### config.mk
export PLATFORM = sky130hd
export DESIGN_NAME = dsmf_lane
export DESIGN_NICKNAME = d
export VERILOG_FILES = /design/src/sv/dsmf_pkg.sv /design/src/sv/dsmf_lane.sv
export SDC_FILE = /design/constraint.sdc
export NUM_CORES = 1
export LEC_CHECK = 0
export ABC_AREA = 1
export ABC_CLOCK_PERIOD_IN_PS = 4500
export BUFFER_PORTS_ARGS = -buffer_cell sky130_fd_sc_hd__buf_2
export CORE_MARGIN = 10
export CORE_UTILIZATION = 55
export DETAILED_ROUTE_END_ITERATION = 8
export PLACE_DENSITY = 0.81
export SYNTH_ARGS = -nofsm -noshare
export SYNTH_HDL_FRONTEND = slang
export SYNTH_SLANG_ARGS = --single-unit
### constraint.sdc
create_clock -name clk -period 4.5 [get_ports clk]
set_input_delay 0 -clock clk [delete_from_list [all_inputs] [get_ports clk]]
set_output_delay 0 -clock clk [all_outputs]
set_load 0.005 [all_outputs]
### src/sv/dsmf_pkg.sv
// ----------------------------------------------------------------------------
// dsmf_pkg
// Shared constants and types of the dual sonar median filter.
// ----------------------------------------------------------------------------
package dsmf_pkg;

  // Window depth of each side and sample width
  localparam int WINDOW   = 5;
  localparam int SAMPLE_W = 8;

  // Width of the rank of an element in a window
  localparam int RANK_W = $clog2(WINDOW);

  localparam logic [SAMPLE_W-1:0] FILL_VALUE  = SAMPLE_W'(15);
  localparam logic [SAMPLE_W-1:0] CLAMP_RESET = SAMPLE_W'(100);

  typedef logic [SAMPLE_W-1:0] sample_t;

  // What one lane reports to the merge stage
  typedef struct packed {
    sample_t median;
    sample_t newest;
    sample_t previous;
  } lane_res_t;

endpackage

### src/sv/dsmf_lane.sv
// ----------------------------------------------------------------------------
// dsmf_lane
// One side of the filter: clamp the sample, shift it into the window and
// pick the median by a rank compare network.
// ----------------------------------------------------------------------------
module dsmf_lane import dsmf_pkg::*; (
  input  logic      clk,
  input  logic      rst,
  input  logic      shift_en,
  input  sample_t   sample,
  input  sample_t   clamp_limit,
  output lane_res_t res
);

  localparam logic [RANK_W-1:0] MED_RANK = RANK_W'(WINDOW / 2);

  // Newest entry at index 0; the entry dropped is the oldest one
  sample_t            win [WINDOW];
  sample_t            clamped;
  logic [RANK_W-1:0]  rank [WINDOW];
  sample_t            median;

  // Clamp the raw sample to the limit
  assign clamped = (sample >= clamp_limit) ? clamp_limit : sample;

  // Advance the window
  always_ff @(posedge clk) begin
    if (rst) begin
      for (int k = 0; k < WINDOW; k++) begin
        win[k] <= FILL_VALUE;
      end
    end else if (shift_en) begin
      win[0] <= clamped;
      for (int k = 1; k < WINDOW; k++) begin
        win[k] <= win[k-1];
      end
    end
  end

  // Rank each entry; equal values are ordered by position so ranks are unique
  always_comb begin
    for (int i = 0; i < WINDOW; i++) begin
      rank[i] = '0;
      for (int j = 0; j < WINDOW; j++) begin
        if (j != i) begin
          if ((win[j] < win[i]) || ((win[j] == win[i]) && (j < i))) begin
            rank[i] = rank[i] + 1'b1;
          end
        end
      end
    end
  end

  // Select the entry of middle rank
  always_comb begin
    median = '0;
    for (int i = 0; i < WINDOW; i++) begin
      if (rank[i] == MED_RANK) begin
        median = median | win[i];
      end
    end
  end

  assign res.median   = median;
  assign res.newest   = win[0];
  assign res.previous = win[1];

endmodule

=== Word-level counts from Yosys, hierarchy flattened ===
Memories as Yosys holds them, arrays and structs flattened.
Index checks and enable logic that the tools add are counted.

* Register bits: 0
* Input port bits: 19
* Memories kept: 1
* Memory bits (writable): 40
* Output and inout bits: 24
* Logic and storage cells: 107

{| class="wikitable"
|+ Memories
! name !! depth !! width !! rd ports !! clocked after Yosys merged registers in !! wr ports !! RTL line !! source
|-
| win || 5 || 8 || 5 || 0 || 5 || dsmf_lane.sv:18 || <nowiki>sample_t win [WINDOW];</nowiki>
|}

* Mux-type cells: 36
* Magnitude comparators: 21
* Reductions and logical operators: 10
* Equal/unequal tests: 15
* $add $sub $neg: 15
* Bitwise operators: 9

{| class="wikitable"
|+ Operators by type and width
! kind !! count
|-
| 8-bit less-than comparator || 20
|-
| 8-bit 2-to-1 mux || 11
|-
| 8-bit == test || 10
|-
| 3-bit by 1-bit adder with 3-bit output, second input constant || 15
|-
| 3-bit 2-to-1 mux || 15
|-
| 8-bit bitwise OR || 4
|-
| 3-bit by 2-bit == test with 1-bit output, second input constant || 5
|-
| 1-bit logical OR || 10
|-
| 1-bit 2-to-1 mux || 10
|-
| 8-bit greater-or-equal comparator || 1
|-
| 1-bit bitwise OR || 5
|}

=== Logic depth before layout (Yosys ltp) ===
Gate-level depths: netlist (run 1).
An unclocked memory read counts as a cell.

* Word-level depth: 19
* Mapped depth: 25
* Gate-level depth less buffers: 25

=== Least setup slack after synthesis (run 1) ===
OpenSTA, ideal clock, no wires.

* Path type: reg-to-output
* Start point: memory win[0][7] (netlist bit)
* End point: output port res[22] (netlist bit)
* Path buffers: 0
* Setup slack: 1.747 ns
* Arrival time: 2.753 ns
* Cell stages (with the launch flop): 20
* Cell sequence: edfxtp_1 inv_1 ha_1 a21o_1 nor2_4 nand2_2 a31oi_1 inv_1 ha_1 inv_1 nand4_1 nand2_1 inv_1 ha_1 nand4_1 nand2_2 nand3_1 nand2_1 inv_1 nand2_1

{| class="wikitable"
|+ RTL lines
! what !! RTL line !! source
|-
| start, declared || dsmf_lane.sv:18 ||
|-
| end, declared || dsmf_lane.sv:12 || <nowiki>output lane_res_t res</nowiki>
|}

==> metrics.md, run 1 <==
| Metric | Value |
|---|---|
| Status | completed |
| DIE WIDTH | 113 µm |
| Clock-pin slew on the worst setup and hold paths | 0.08 ns |
| Drt first pass iters | 5 |
| Overflow left after global routing | 0 |
| CP peak stage delay | between 0.4 and 0.5 ns |
| Final ANT Viol Nets | 0 |
| Yosys warnings | 0 |
| Final hold violations | 0 |
| Syn Inst Count | 627 |
| Met1 Use GR | 24.1% |
| M3 GR Usage | under 10% |
| Core Box Area | 8300 µm² |
| Setup violators final | 0 |
| RSZ-0062 raised after global routing | no |
| Final WL | about 13000 µm |
| Register area share after synthesis | roughly 25% |
| CP Buf/Inv Count | 6 |
| Worst path top cell family by delay | simple AND/OR/NAND/NOR gates |
| Most common cell on crit path | nand2_1 |
| CP max-delay cell | edfxtp_1 |
| Netlist cell types | 32 |
| Synthesis-to-finish area growth | 8.77% |
| Post-CTS Setup Bufs | 0 |
| Worst slew pin tran | 1.05 ns |
| Vias/cell | 5.62 |
| Count leader, synth | nand2_1 |
| Fill count | 737 |
| I/O Pins | 43 |
| Die area | between 10000 and 15000 µm² |
| Iter 0 DRT Violations | 297 |
| Number of port buffers | 42 |
| Share of cells above drive strength 1 | 13.8% |
| Crit path time final | 3.83 ns |
| Clk_lat worst skew | 0.30 ns |
| Util after Layout | 61.9% |
| Critical Path Start | win[1][5] |
| Worst hold start | clamp_limit[0] |
| Total CTS buffers | 5 |
| Final instance area | between 5000 and 6000 µm² |
| Top reg by flops | win |
| GPL Wtd Cong | 0.949 |
| Hold Buf Count CTS | 0 |
| Worst-case headroom to the max-slew limit | 30.1% |
| Maximum VDD drop | 0.000201 V |
| Pleak | 2.78 nW |
| F_max | 261 MHz |
| First-pass GRT wire length | roughly 22000 µm |
| Layout Skew | about 0.0022 ns |
| TNS Setup | 0 ns |
| Starting density of the core | 56.9% |
| Worst flop-to-flop path startpoint | win[3][2] |
| Worst-case clock buffer depth | 2 |
| Hold Path Stages | 3 |
| Final HPWL DP | 10900 µm |
| Met2 GRT Util | 36.8% |
| FF-to-FF End | win[4][2] |
| PD cells | 353 nW/µm² |
| Initial antenna violation count | 0 |
| Max-slew violations | 0 |
| Synth Flop Type | edfxtp_1 |
| Synth top cells by count | nand2_1, inv_1, ha_1, nor2_1, nand3_1 |
| Max FFs per register | 40 |
| # resized after CTS | 0 |
| Total track usage | a little over a fifth |
| Critical Path AT | ~3.8 ns |
| TritonCTS clock tree | yes |
| Required @ worst endpoint | 4.50 ns |
| Final-stage net count | 793 |
| Syn Nets | 747 |
| Die height | 113 µm |
| CTS HTree Levels | 2 |
| EDFF count, synth | 40 |
| Largest registers | win: 40 flops |
| Crit. End Element | output port |
| Seq cells post-synth | 40 |
| Share of the synthesized area in the top cell type | 26.8% |
| Synthesized area | 4720 µm² |
| R2R setup slack | 3.38 ns |
| Worst reg-to-reg path cell count | 1 |
| Residual DRC count | 0 |
| Row count | 33 |
| Pin count of the biggest net entering global routing | 41 |
| Routed via count | between 4000 and 5000 |
| Share of flip-flops with an asynchronous set or reset | 0% |
| Worst path cell trace | inv_1 > ha_1 > a21oi_1 > nor2_1 > nor2_1 > nand2_1 > nand2_2 > inv_1 > ha_1 > inv_1 > nand3_1 > nand2_1 > ha_1 > inv_1 > nor2_1 > inv_1 > nand2_1 > nand2_1 > nand3_1 > nand2_1 > nor2_1 > nand2_1 > buf_2 |
| WS Path Type | flip-flop to output port |
| Placed instance area | 5060 µm² |
| Hold slack | 0.0134 ns |
| Syn Area/Cell | 7.53 µm² |
| DR WL/cell | 17.0 µm |
| Hold Path Sink | win[0][0] |
| Busiest grt layer | met2 |
| Hold crit path type | input pin to flip-flop |
| CTS Sinks | 40 |
| Critical path fanouts, max | 8 |
| Yosys top cell by area | ha_1 |
| CP startpoint kind | flip-flop |
| Period utilization | 85.2% |
| Main area contributors after synthesis | ha_1, edfxtp_1, nand2_1 |
| # diodes | 0 |
| CTS Root Cell | clkbuf_8 |
| Max-cap violation count | 0 |
| Vias in the first global route | 4641 |
layer usage:
layer  wire length [µm]  up-vias
li1                   -     2164
met2               6560      159
met5                  0        -
met1               5350     2022
met4                469        0
met3                884       36
stage by stage:
step / std cells / power (mW) / worst slack (ns)
2_1_floorplan: 627 / 1.22 / 1.75
3_3_place_gp: 771 / 1.51 / 1.20
3_5_place_dp: 771 / 1.56 / 1.09
4_1_cts: 779 / 1.81 / 0.733
5_1_grt: 779 / 1.96 / 0.402
6_report: 779 / 1.81 / 0.667
cell type report:
| type | count | area, µm² | share of cell area (%) |
|---|---|---|---|
| Clock inverter | 1 | 3.75 | 0.0731 |
| Clock buffer | 7 | 76.3 | 1.49 |
| Sequential cell | 40 | 1200 | 23.4 |
| Multi-Input combinational cell | 470 | 3080 | 60.0 |
| Inverter | 113 | 424 | 8.26 |
| Tap cell | 105 | 131 | 2.56 |
| Timing Repair Buffer | 43 | 218 | 4.24 |
cells in the final DEF (no fill, tap or decap), types with 4 or more instances in the layout:
master / count
nor2_1: 60
o21a_1: 5
o21ai_0: 6
clkbuf_8: 5
o21ai_2: 4
buf_2: 42
nand3_1: 46
nand2_1: 143
a21oi_1: 32
o211ai_1: 4
a21o_1: 6
nand4_1: 12
inv_1: 110
ha_1: 101
nand2_2: 16
nand3_2: 4
edfxtp_1: 40
or2_2: 4
cells by family after synthesis:
family	Yosys count	share of synthesized area, %
AND/OR/NAND/NOR	296	28.4
buffers and inverters	117	9.30
adder cells (fa/ha/maj)	101	26.8
AO/OA/AOI/OAI	71	9.22
flip-flops	40	25.4
XOR/XNOR	2	0.928
power by group:
| part | internal [mW] | total [mW] | switching (mW) | leakage, nW |
|---|---|---|---|---|
| combinational | 0.390 | 1.10 | 0.713 | 2.36 |
| sequential | 0.432 | 0.463 | 0.0303 | 0.383 |
| clock | 0.108 | 0.247 | 0.138 | 0.0399 |
| total | 0.931 | 1.81 | 0.882 | 2.78 |
worst max path at each step:
stage	cells after the start	end	slack (ns)
floorplan	19	res[22]	1.75
global placement	21	res[23]	1.20
detailed placement	23	res[16]	1.09
CTS	23	res[16]	0.73
global route	25	res[21]	0.40
finish	23	res[16]	0.67
No activity file was read; power rests on OpenSTA's default activity.
==> run 2, diff against run 1 <==
--- a/config.mk
+++ b/config.mk
@@ -7,11 +7,11 @@
 export LEC_CHECK = 0
 export ABC_AREA = 1
 export ABC_CLOCK_PERIOD_IN_PS = 4500
-export BUFFER_PORTS_ARGS = -buffer_cell sky130_fd_sc_hd__buf_2
 export CORE_MARGIN = 10
 export CORE_UTILIZATION = 55
 export DETAILED_ROUTE_END_ITERATION = 8
-export PLACE_DENSITY = 0.81
+export DONT_BUFFER_PORTS = 1
+export PLACE_DENSITY = 0.76
 export SYNTH_ARGS = -nofsm -noshare
 export SYNTH_HDL_FRONTEND = slang
 export SYNTH_SLANG_ARGS = --single-unit
==> run 2 against run 1 <==
Clock-buffer cell count fell by 1. Total power fell by 1.3%. First-iteration DRC count rose by 0.34%. Clock power rose by 23%. Die area did not move. Fmax rose by 3.2%. Sequential cell count did not move. Register-to-register slack improved by 0.02 ns. Utilization fell by 0.87 points. Sequential power barely moved. Design area fell by 1.4%. Wire length fell by 1.6%. Critical path type unchanged. Critical endpoint is now res[22].
==> metrics.md, run 2 (synthesized netlist as in run 1, its figures left out) <==
| Metric | Value |
|---|---|
| CTS Root Cell | clkbuf_8 |
| Most frequent cells in the layout | nand2_1, inv_1, ha_1, nor2_1, nand3_1 |
| Hold crit path type | input pin to flip-flop |
| Die area | 12700 µm² |
| Worst-case headroom to the max-slew limit | 30.4% |
| PD cells | 353 nW/µm² |
| GPL Wtd Cong | 0.908 |
| Required @ worst endpoint | 4.50 ns |
| Row count | 33 |
| Total CTS buffers | 5 |
| Max-slew violations | 0 |
| Pin count of the biggest net entering global routing | between 40 and 50 |
| Util after Layout | 61.0% |
| Overflow left after global routing | 0 |
| Worst slew pin tran | 1.04 ns |
| WS Path Type | flip-flop to output port |
| Status | completed |
| Critical path fanouts, max | 8 |
| Drt first pass iters | 5 |
| Share of cells above drive strength 1 | ~8.2% |
| Hold Buf Count CTS | 9 |
| First-pass GRT wire length | ~21000 µm |
| Initial antenna violation count | 0 |
| Number of port buffers | 0 |
| Critical Path AT | roughly 3.7 ns |
| Starting density of the core | a little under three fifths |
| CTS Sinks | 40 |
| Vias in the first global route | about 4300 |
| # diodes | 0 |
| Vias/cell | roughly 5.7 |
| Die height | around 110 µm |
| Crit path time final | 3.72 ns |
| Pleak | between 2 and 3 nW |
| Final hold violations | 0 |
| Final ANT Viol Nets | 0 |
| I/O Pins | 43 |
| TritonCTS clock tree | yes |
| Largest registers | win: 40 flops |
| Max FFs per register | 40 |
| DR WL/cell | 17.4 µm |
| DIE WIDTH | 113 µm |
| Max-cap violation count | 0 |
| Maximum VDD drop | 0.000196 V |
| Layout Skew | about 0.0065 ns |
| F_max | 269 MHz |
| # resized after CTS | 0 |
| CP startpoint kind | flip-flop |
| Worst-case clock buffer depth | 2 |
| Commonest non-fill, non-tap cell in the layout | nand2_1 |
| Clock-pin slew on the worst setup and hold paths | approximately 0.090 ns |
| Setup violators final | 0 |
| CTS HTree Levels | 2 |
| Synthesis-to-finish area growth | 7.23% |
| Total track usage | 20.3% |
| Top reg by flops | win |
| Setup WS post-layout | around 0.8 ns |
| Clk_lat worst skew | around 0.3 ns |
| DP Worst Slack | between 1 and 1.5 ns |
| RSZ-0062 raised after global routing | no |
| TNS Setup | 0 ns |
| Final-stage net count | approximately 760 |
| Final HPWL DP | 10500 µm |
| Routed via count | 4248 |
| Period utilization | 82.6% |
| Final WL | 13100 µm |
| Post-CTS Setup Bufs | 0 |
| Iter 0 DRT Violations | roughly 300 |
| Crit. End Element | output port |
| Core Box Area | 8300 µm² |
| Residual DRC count | 0 |
run 2: cell types whose count changed in the layout (fill, tap and decap cells not counted), sizes merged:
cell / delta
dlygate4sd3: +11
bufinv: +1
buf: -42
clkbuf: -1
run 2: layout make-up:
type / instances / area (µm²)
Fill cell: 751 / 3240
Multi-Input combinational cell: 470 / 3080
Sequential cell: 40 / 1200
Inverter: 113 / 424
Tap cell: 105 / 131
Timing Repair Buffer: 12 / 118
Clock buffer: 6 / 72.6
Clock inverter: 2 / 35.0
run 2: power breakdown:
group	leakage, nW	internal [mW]	total, mW	switching, mW
Combinational	2.23	0.337	1.02	0.683
Clock	0.0552	0.165	0.304	0.139
Sequential	0.383	0.433	0.466	0.0339
run 2: path summary, 6_finish.rpt:
check | depth (start not counted) | slack (ns) | start | endpoint
worst max-delay path | 21 | 0.78 | win[1][5] | res[22]
worst max register to register | 1 | 3.40 | win[3][3] | win[4][3]
worst min-delay path | 2 | 0.009 | clamp_limit[3] | win[0][3]
worst min register to register | 2 | 0.71 | win[2][1] | win[3][1]
run 2: critical path: stages, from the launching register on:
cell	delay [ns]
edfxtp_1	0.49
inv_1	0.21
ha_1	0.29
a21oi_1	0.17
nor2_1	0.06
nor2_1	0.14
nand2_1	0.09
nand2_2	0.12
inv_1	0.11
ha_1	0.34
inv_1	0.08
nand3_1	0.07
nand2_1	0.11
ha_1	0.16
inv_1	0.04
nor2_1	0.17
nand4_1	0.12
nand2_1	0.31
nand3_1	0.14
nand2_1	0.08
inv_1	0.04
nand2_1	0.08
run 2: metal layers:
layer	vias up	wire length, µm	global-route usage (%)
met5	-	0	0
met3	19	838	2.72
met1	1973	5510	24.7
li1	2095	-	-
met2	161	6350	35.2
met4	0	354	7.95
run 2: stage by stage:
stage	total power, mW	area [µm²]	hold WS (ns)	cells
2_1_floorplan	1.22	4720	0.209	627
4_1_cts	1.78	5040	0.00128	746
6_report	1.79	5060	0.00895	748
5_1_grt	1.92	5060	0.0358	748
3_3_place_gp	1.44	4850	0.214	729
3_5_place_dp	1.47	4850	0.222	729
==> run 3, diff against run 2 <==
--- a/config.mk
+++ b/config.mk
@@ -6,7 +6,7 @@
 export NUM_CORES = 1
 export LEC_CHECK = 0
 export ABC_AREA = 1
-export ABC_CLOCK_PERIOD_IN_PS = 4500
+export ABC_CLOCK_PERIOD_IN_PS = 3460
 export CORE_MARGIN = 10
 export CORE_UTILIZATION = 55
 export DETAILED_ROUTE_END_ITERATION = 8
==> constraint.sdc (replaced) <==
create_clock -name clk -period 3.46 [get_ports clk]
set_input_delay 0 -clock clk [delete_from_list [all_inputs] [get_ports clk]]
set_output_delay 0 -clock clk [all_outputs]
set_load 0.005 [all_outputs]
==> run 3 against run 2 <==
Total power increased by 46%. First-iteration DRC count increased by 5.7%. The flow now finishes with violations (hold timing, setup timing). Clock power increased by 2%. Sequential cell count unchanged. Non-clock buffer count increased by 37. Design area increased by 15%. Clock-buffer cell count decreased by 1. Final cell count increased by 4.8%. Clock skew decreased by 0.0013 ns.
==> metrics.md, run 3 (synthesized netlist as in run 1, its figures left out) <==
| Metric | Value |
|---|---|
| Residual DRC count | 0 |
| Overflow left after global routing | 0 |
| Final hold violations | 1 |
| # diodes | 0 |
| R2R setup slack | 2.28 ns |
| Max FFs per register | 40 |
| Hold Path Stages | 2 |
| Max-slew violations | 0 |
| DIE WIDTH | 113 µm |
| CTS Root Cell | clkbuf_8 |
| Final HPWL DP | 10600 µm |
| Total CTS buffers | 5 |
| Share of cells above drive strength 1 | about 28% |
| Gate power share | around 65% |
| Crit path time final | 3.47 ns |
| First-pass GRT wire length | 21400 µm |
| Worst path cell trace | ha_4 > nand2_2 > inv_1 > nand2_1 > nand2_1 > nand2_2 > a21oi_4 > inv_2 > ha_4 > xor2_4 > inv_2 > ha_1 > inv_1 > nor2_1 > nand2_2 > nand2_4 > nand2_4 > o21ai_2 > inv_1 > nand2_1 |
| Die height | 113 µm |
| Final ANT Viol Nets | 0 |
| DR WL/cell | 18.6 µm |
| Required @ worst endpoint | about 3.5 ns |
| Routed via count | 4566 |
| Top reg by flops | win |
| CTS Sinks | 40 |
| PD cells | between 400 and 500 nW/µm² |
| Worst path top cell family by delay | adder cells |
| CP max-delay cell | edfxtp_1 |
| CP peak stage delay | 0.60 ns |
| Drt first pass iters | 5 |
| Layout Skew | 0.00519 ns |
| Number of port buffers | 0 |
| Worst-case headroom to the max-slew limit | 31.4% |
| Critical path fanouts, max | 7 |
| RSZ-0062 raised after global routing | yes |
| F_max | 288 MHz |
| Initial antenna violation count | 0 |
| Hold crit path type | input pin to flip-flop |
| WP depth | 20 |
| Switching share of power | 49.3% |
| DP Worst Slack | 0.187 ns |
| Crit. End Element | output port |
| Hold Path Sink | win[0][3] |
| Clock-pin slew on the worst setup and hold paths | about 0.080 ns |
| Starting density of the core | between 50% and 60% |
| GPL Wtd Cong | slightly below 1 |
| Int Pwr | 1.32 mW |
| Pleak | between 2 and 3 nW |
| Worst reg-to-reg path cell count | 1 |
| Status | complete, but fails checks |
| TritonCTS clock tree | yes |
| Commonest non-fill, non-tap cell in the layout | nand2_1 |
| Most frequent cells in the layout | nand2_1, inv_1, ha_1, nor2_1 |
| Synthesis-to-finish area growth | 23.3% |
| Vias in the first global route | 4346 |
| Worst-case clock buffer depth | 2 |
| Hold slack | -0.00559 ns |
| Total track usage | approximately a fifth |
| CP startpoint kind | flip-flop |
| Worst slew pin tran | 1.03 ns |
| Final-stage net count | 799 |
| Setup WS post-layout | -0.0142 ns |
| Die area | 12700 µm² |
| Final WL | between 10000 and 15000 µm |
| Net Switching | 1.28 mW |
| WS Path Type | flip-flop to output port |
| Flop pwr share | 23.1% |
| Vias/cell | just under 6 |
| Largest registers | win: 40 flops |
| Worst flop-to-flop path startpoint | win[3][1] |
| Setup violators final | 1 |
| Core Box Area | 8300 µm² |
| Critical Path Start | win[0][3] |
| Clock Power Share | about an eighth |
| Maximum VDD drop | 0.000248 V |
| Worst hold start | clamp_limit[3] |
| Row count | 33 |
| I/O Pins | 43 |
| Period utilization | 100% |
| CP Buf/Inv Count | 5 |
| Iter 0 DRT Violations | 315 |
| Clk_lat worst skew | 0.30 ns |
| Failing checks | hold timing, setup timing |
| CTS HTree Levels | 2 |
| Critical Path AT | 3.47 ns |
| FF-to-FF End | win[4][1] |
| Max-cap violation count | 0 |
| Pin count of the biggest net entering global routing | 41 |
[run 3: how the worst max path moves through the flow]
stage / end / slack (ns)
after global placement: res[16] / 0.25
final: res[23] / -0.01
after global routing: res[23] / -0.14
after detailed placement: res[16] / 0.19
after CTS: res[21] / 0.0005
after floorplan: res[22] / 0.71
[run 3: cell type report]
type / count / area (µm²)
inverter: 113 / 434
clock buffer: 5 / 68.8
timing repair buffer: 49 / 392
sequential: 40 / 1200
clock inverter: 2 / 7.51
tap: 105 / 131
fill: 609 / 2470
multi-input combinational: 470 / 3590
[run 3: metrics by stage]
stage / utilization [%] / setup TNS [ns] / cell area, µm² / power [mW] / cells
6_report: 70.2 / -0.0142 / 5820 / 2.61 / 784
3_5_place_dp: 58.9 / 0 / 4890 / 1.91 / 735
5_1_grt: 70.2 / -0.897 / 5820 / 2.78 / 784
3_3_place_gp: 58.9 / 0 / 4890 / 1.87 / 735
4_1_cts: 61.9 / 0 / 5140 / 2.26 / 754
2_1_floorplan: - / 0 / 4720 / 1.59 / 627
[run 3: repair_timing]
action	CTS	global route
hold buffers	8	0
setup endpoints to repair	8	8
resized for setup	18	96
endpoints found under the hold margin	7	0
pin swaps	1	56
setup buffers	4	30
[run 3: per-layer routing]
layer / global-route usage [%] / vias to the layer above / part of all wire [%]
li1: - / 2183 / -
met1: 25.4 / 2136 / 39
met2: 35.3 / 196 / 49
met3: 3.62 / 51 / 7.8
met4: 7.87 / 0 / 4.2
met5: 0 / - / 0
[run 3: power groups by stage]
stage | sequential (mW) | combinational, mW | clock (mW)
after floorplan | 0.598 | 0.987 | 0
after global placement | 0.607 | 1.27 | 0
after detailed placement | 0.607 | 1.31 | 0
after CTS | 0.597 | 1.35 | 0.311
after global routing | 0.605 | 1.85 | 0.331
final | 0.603 | 1.69 | 0.310
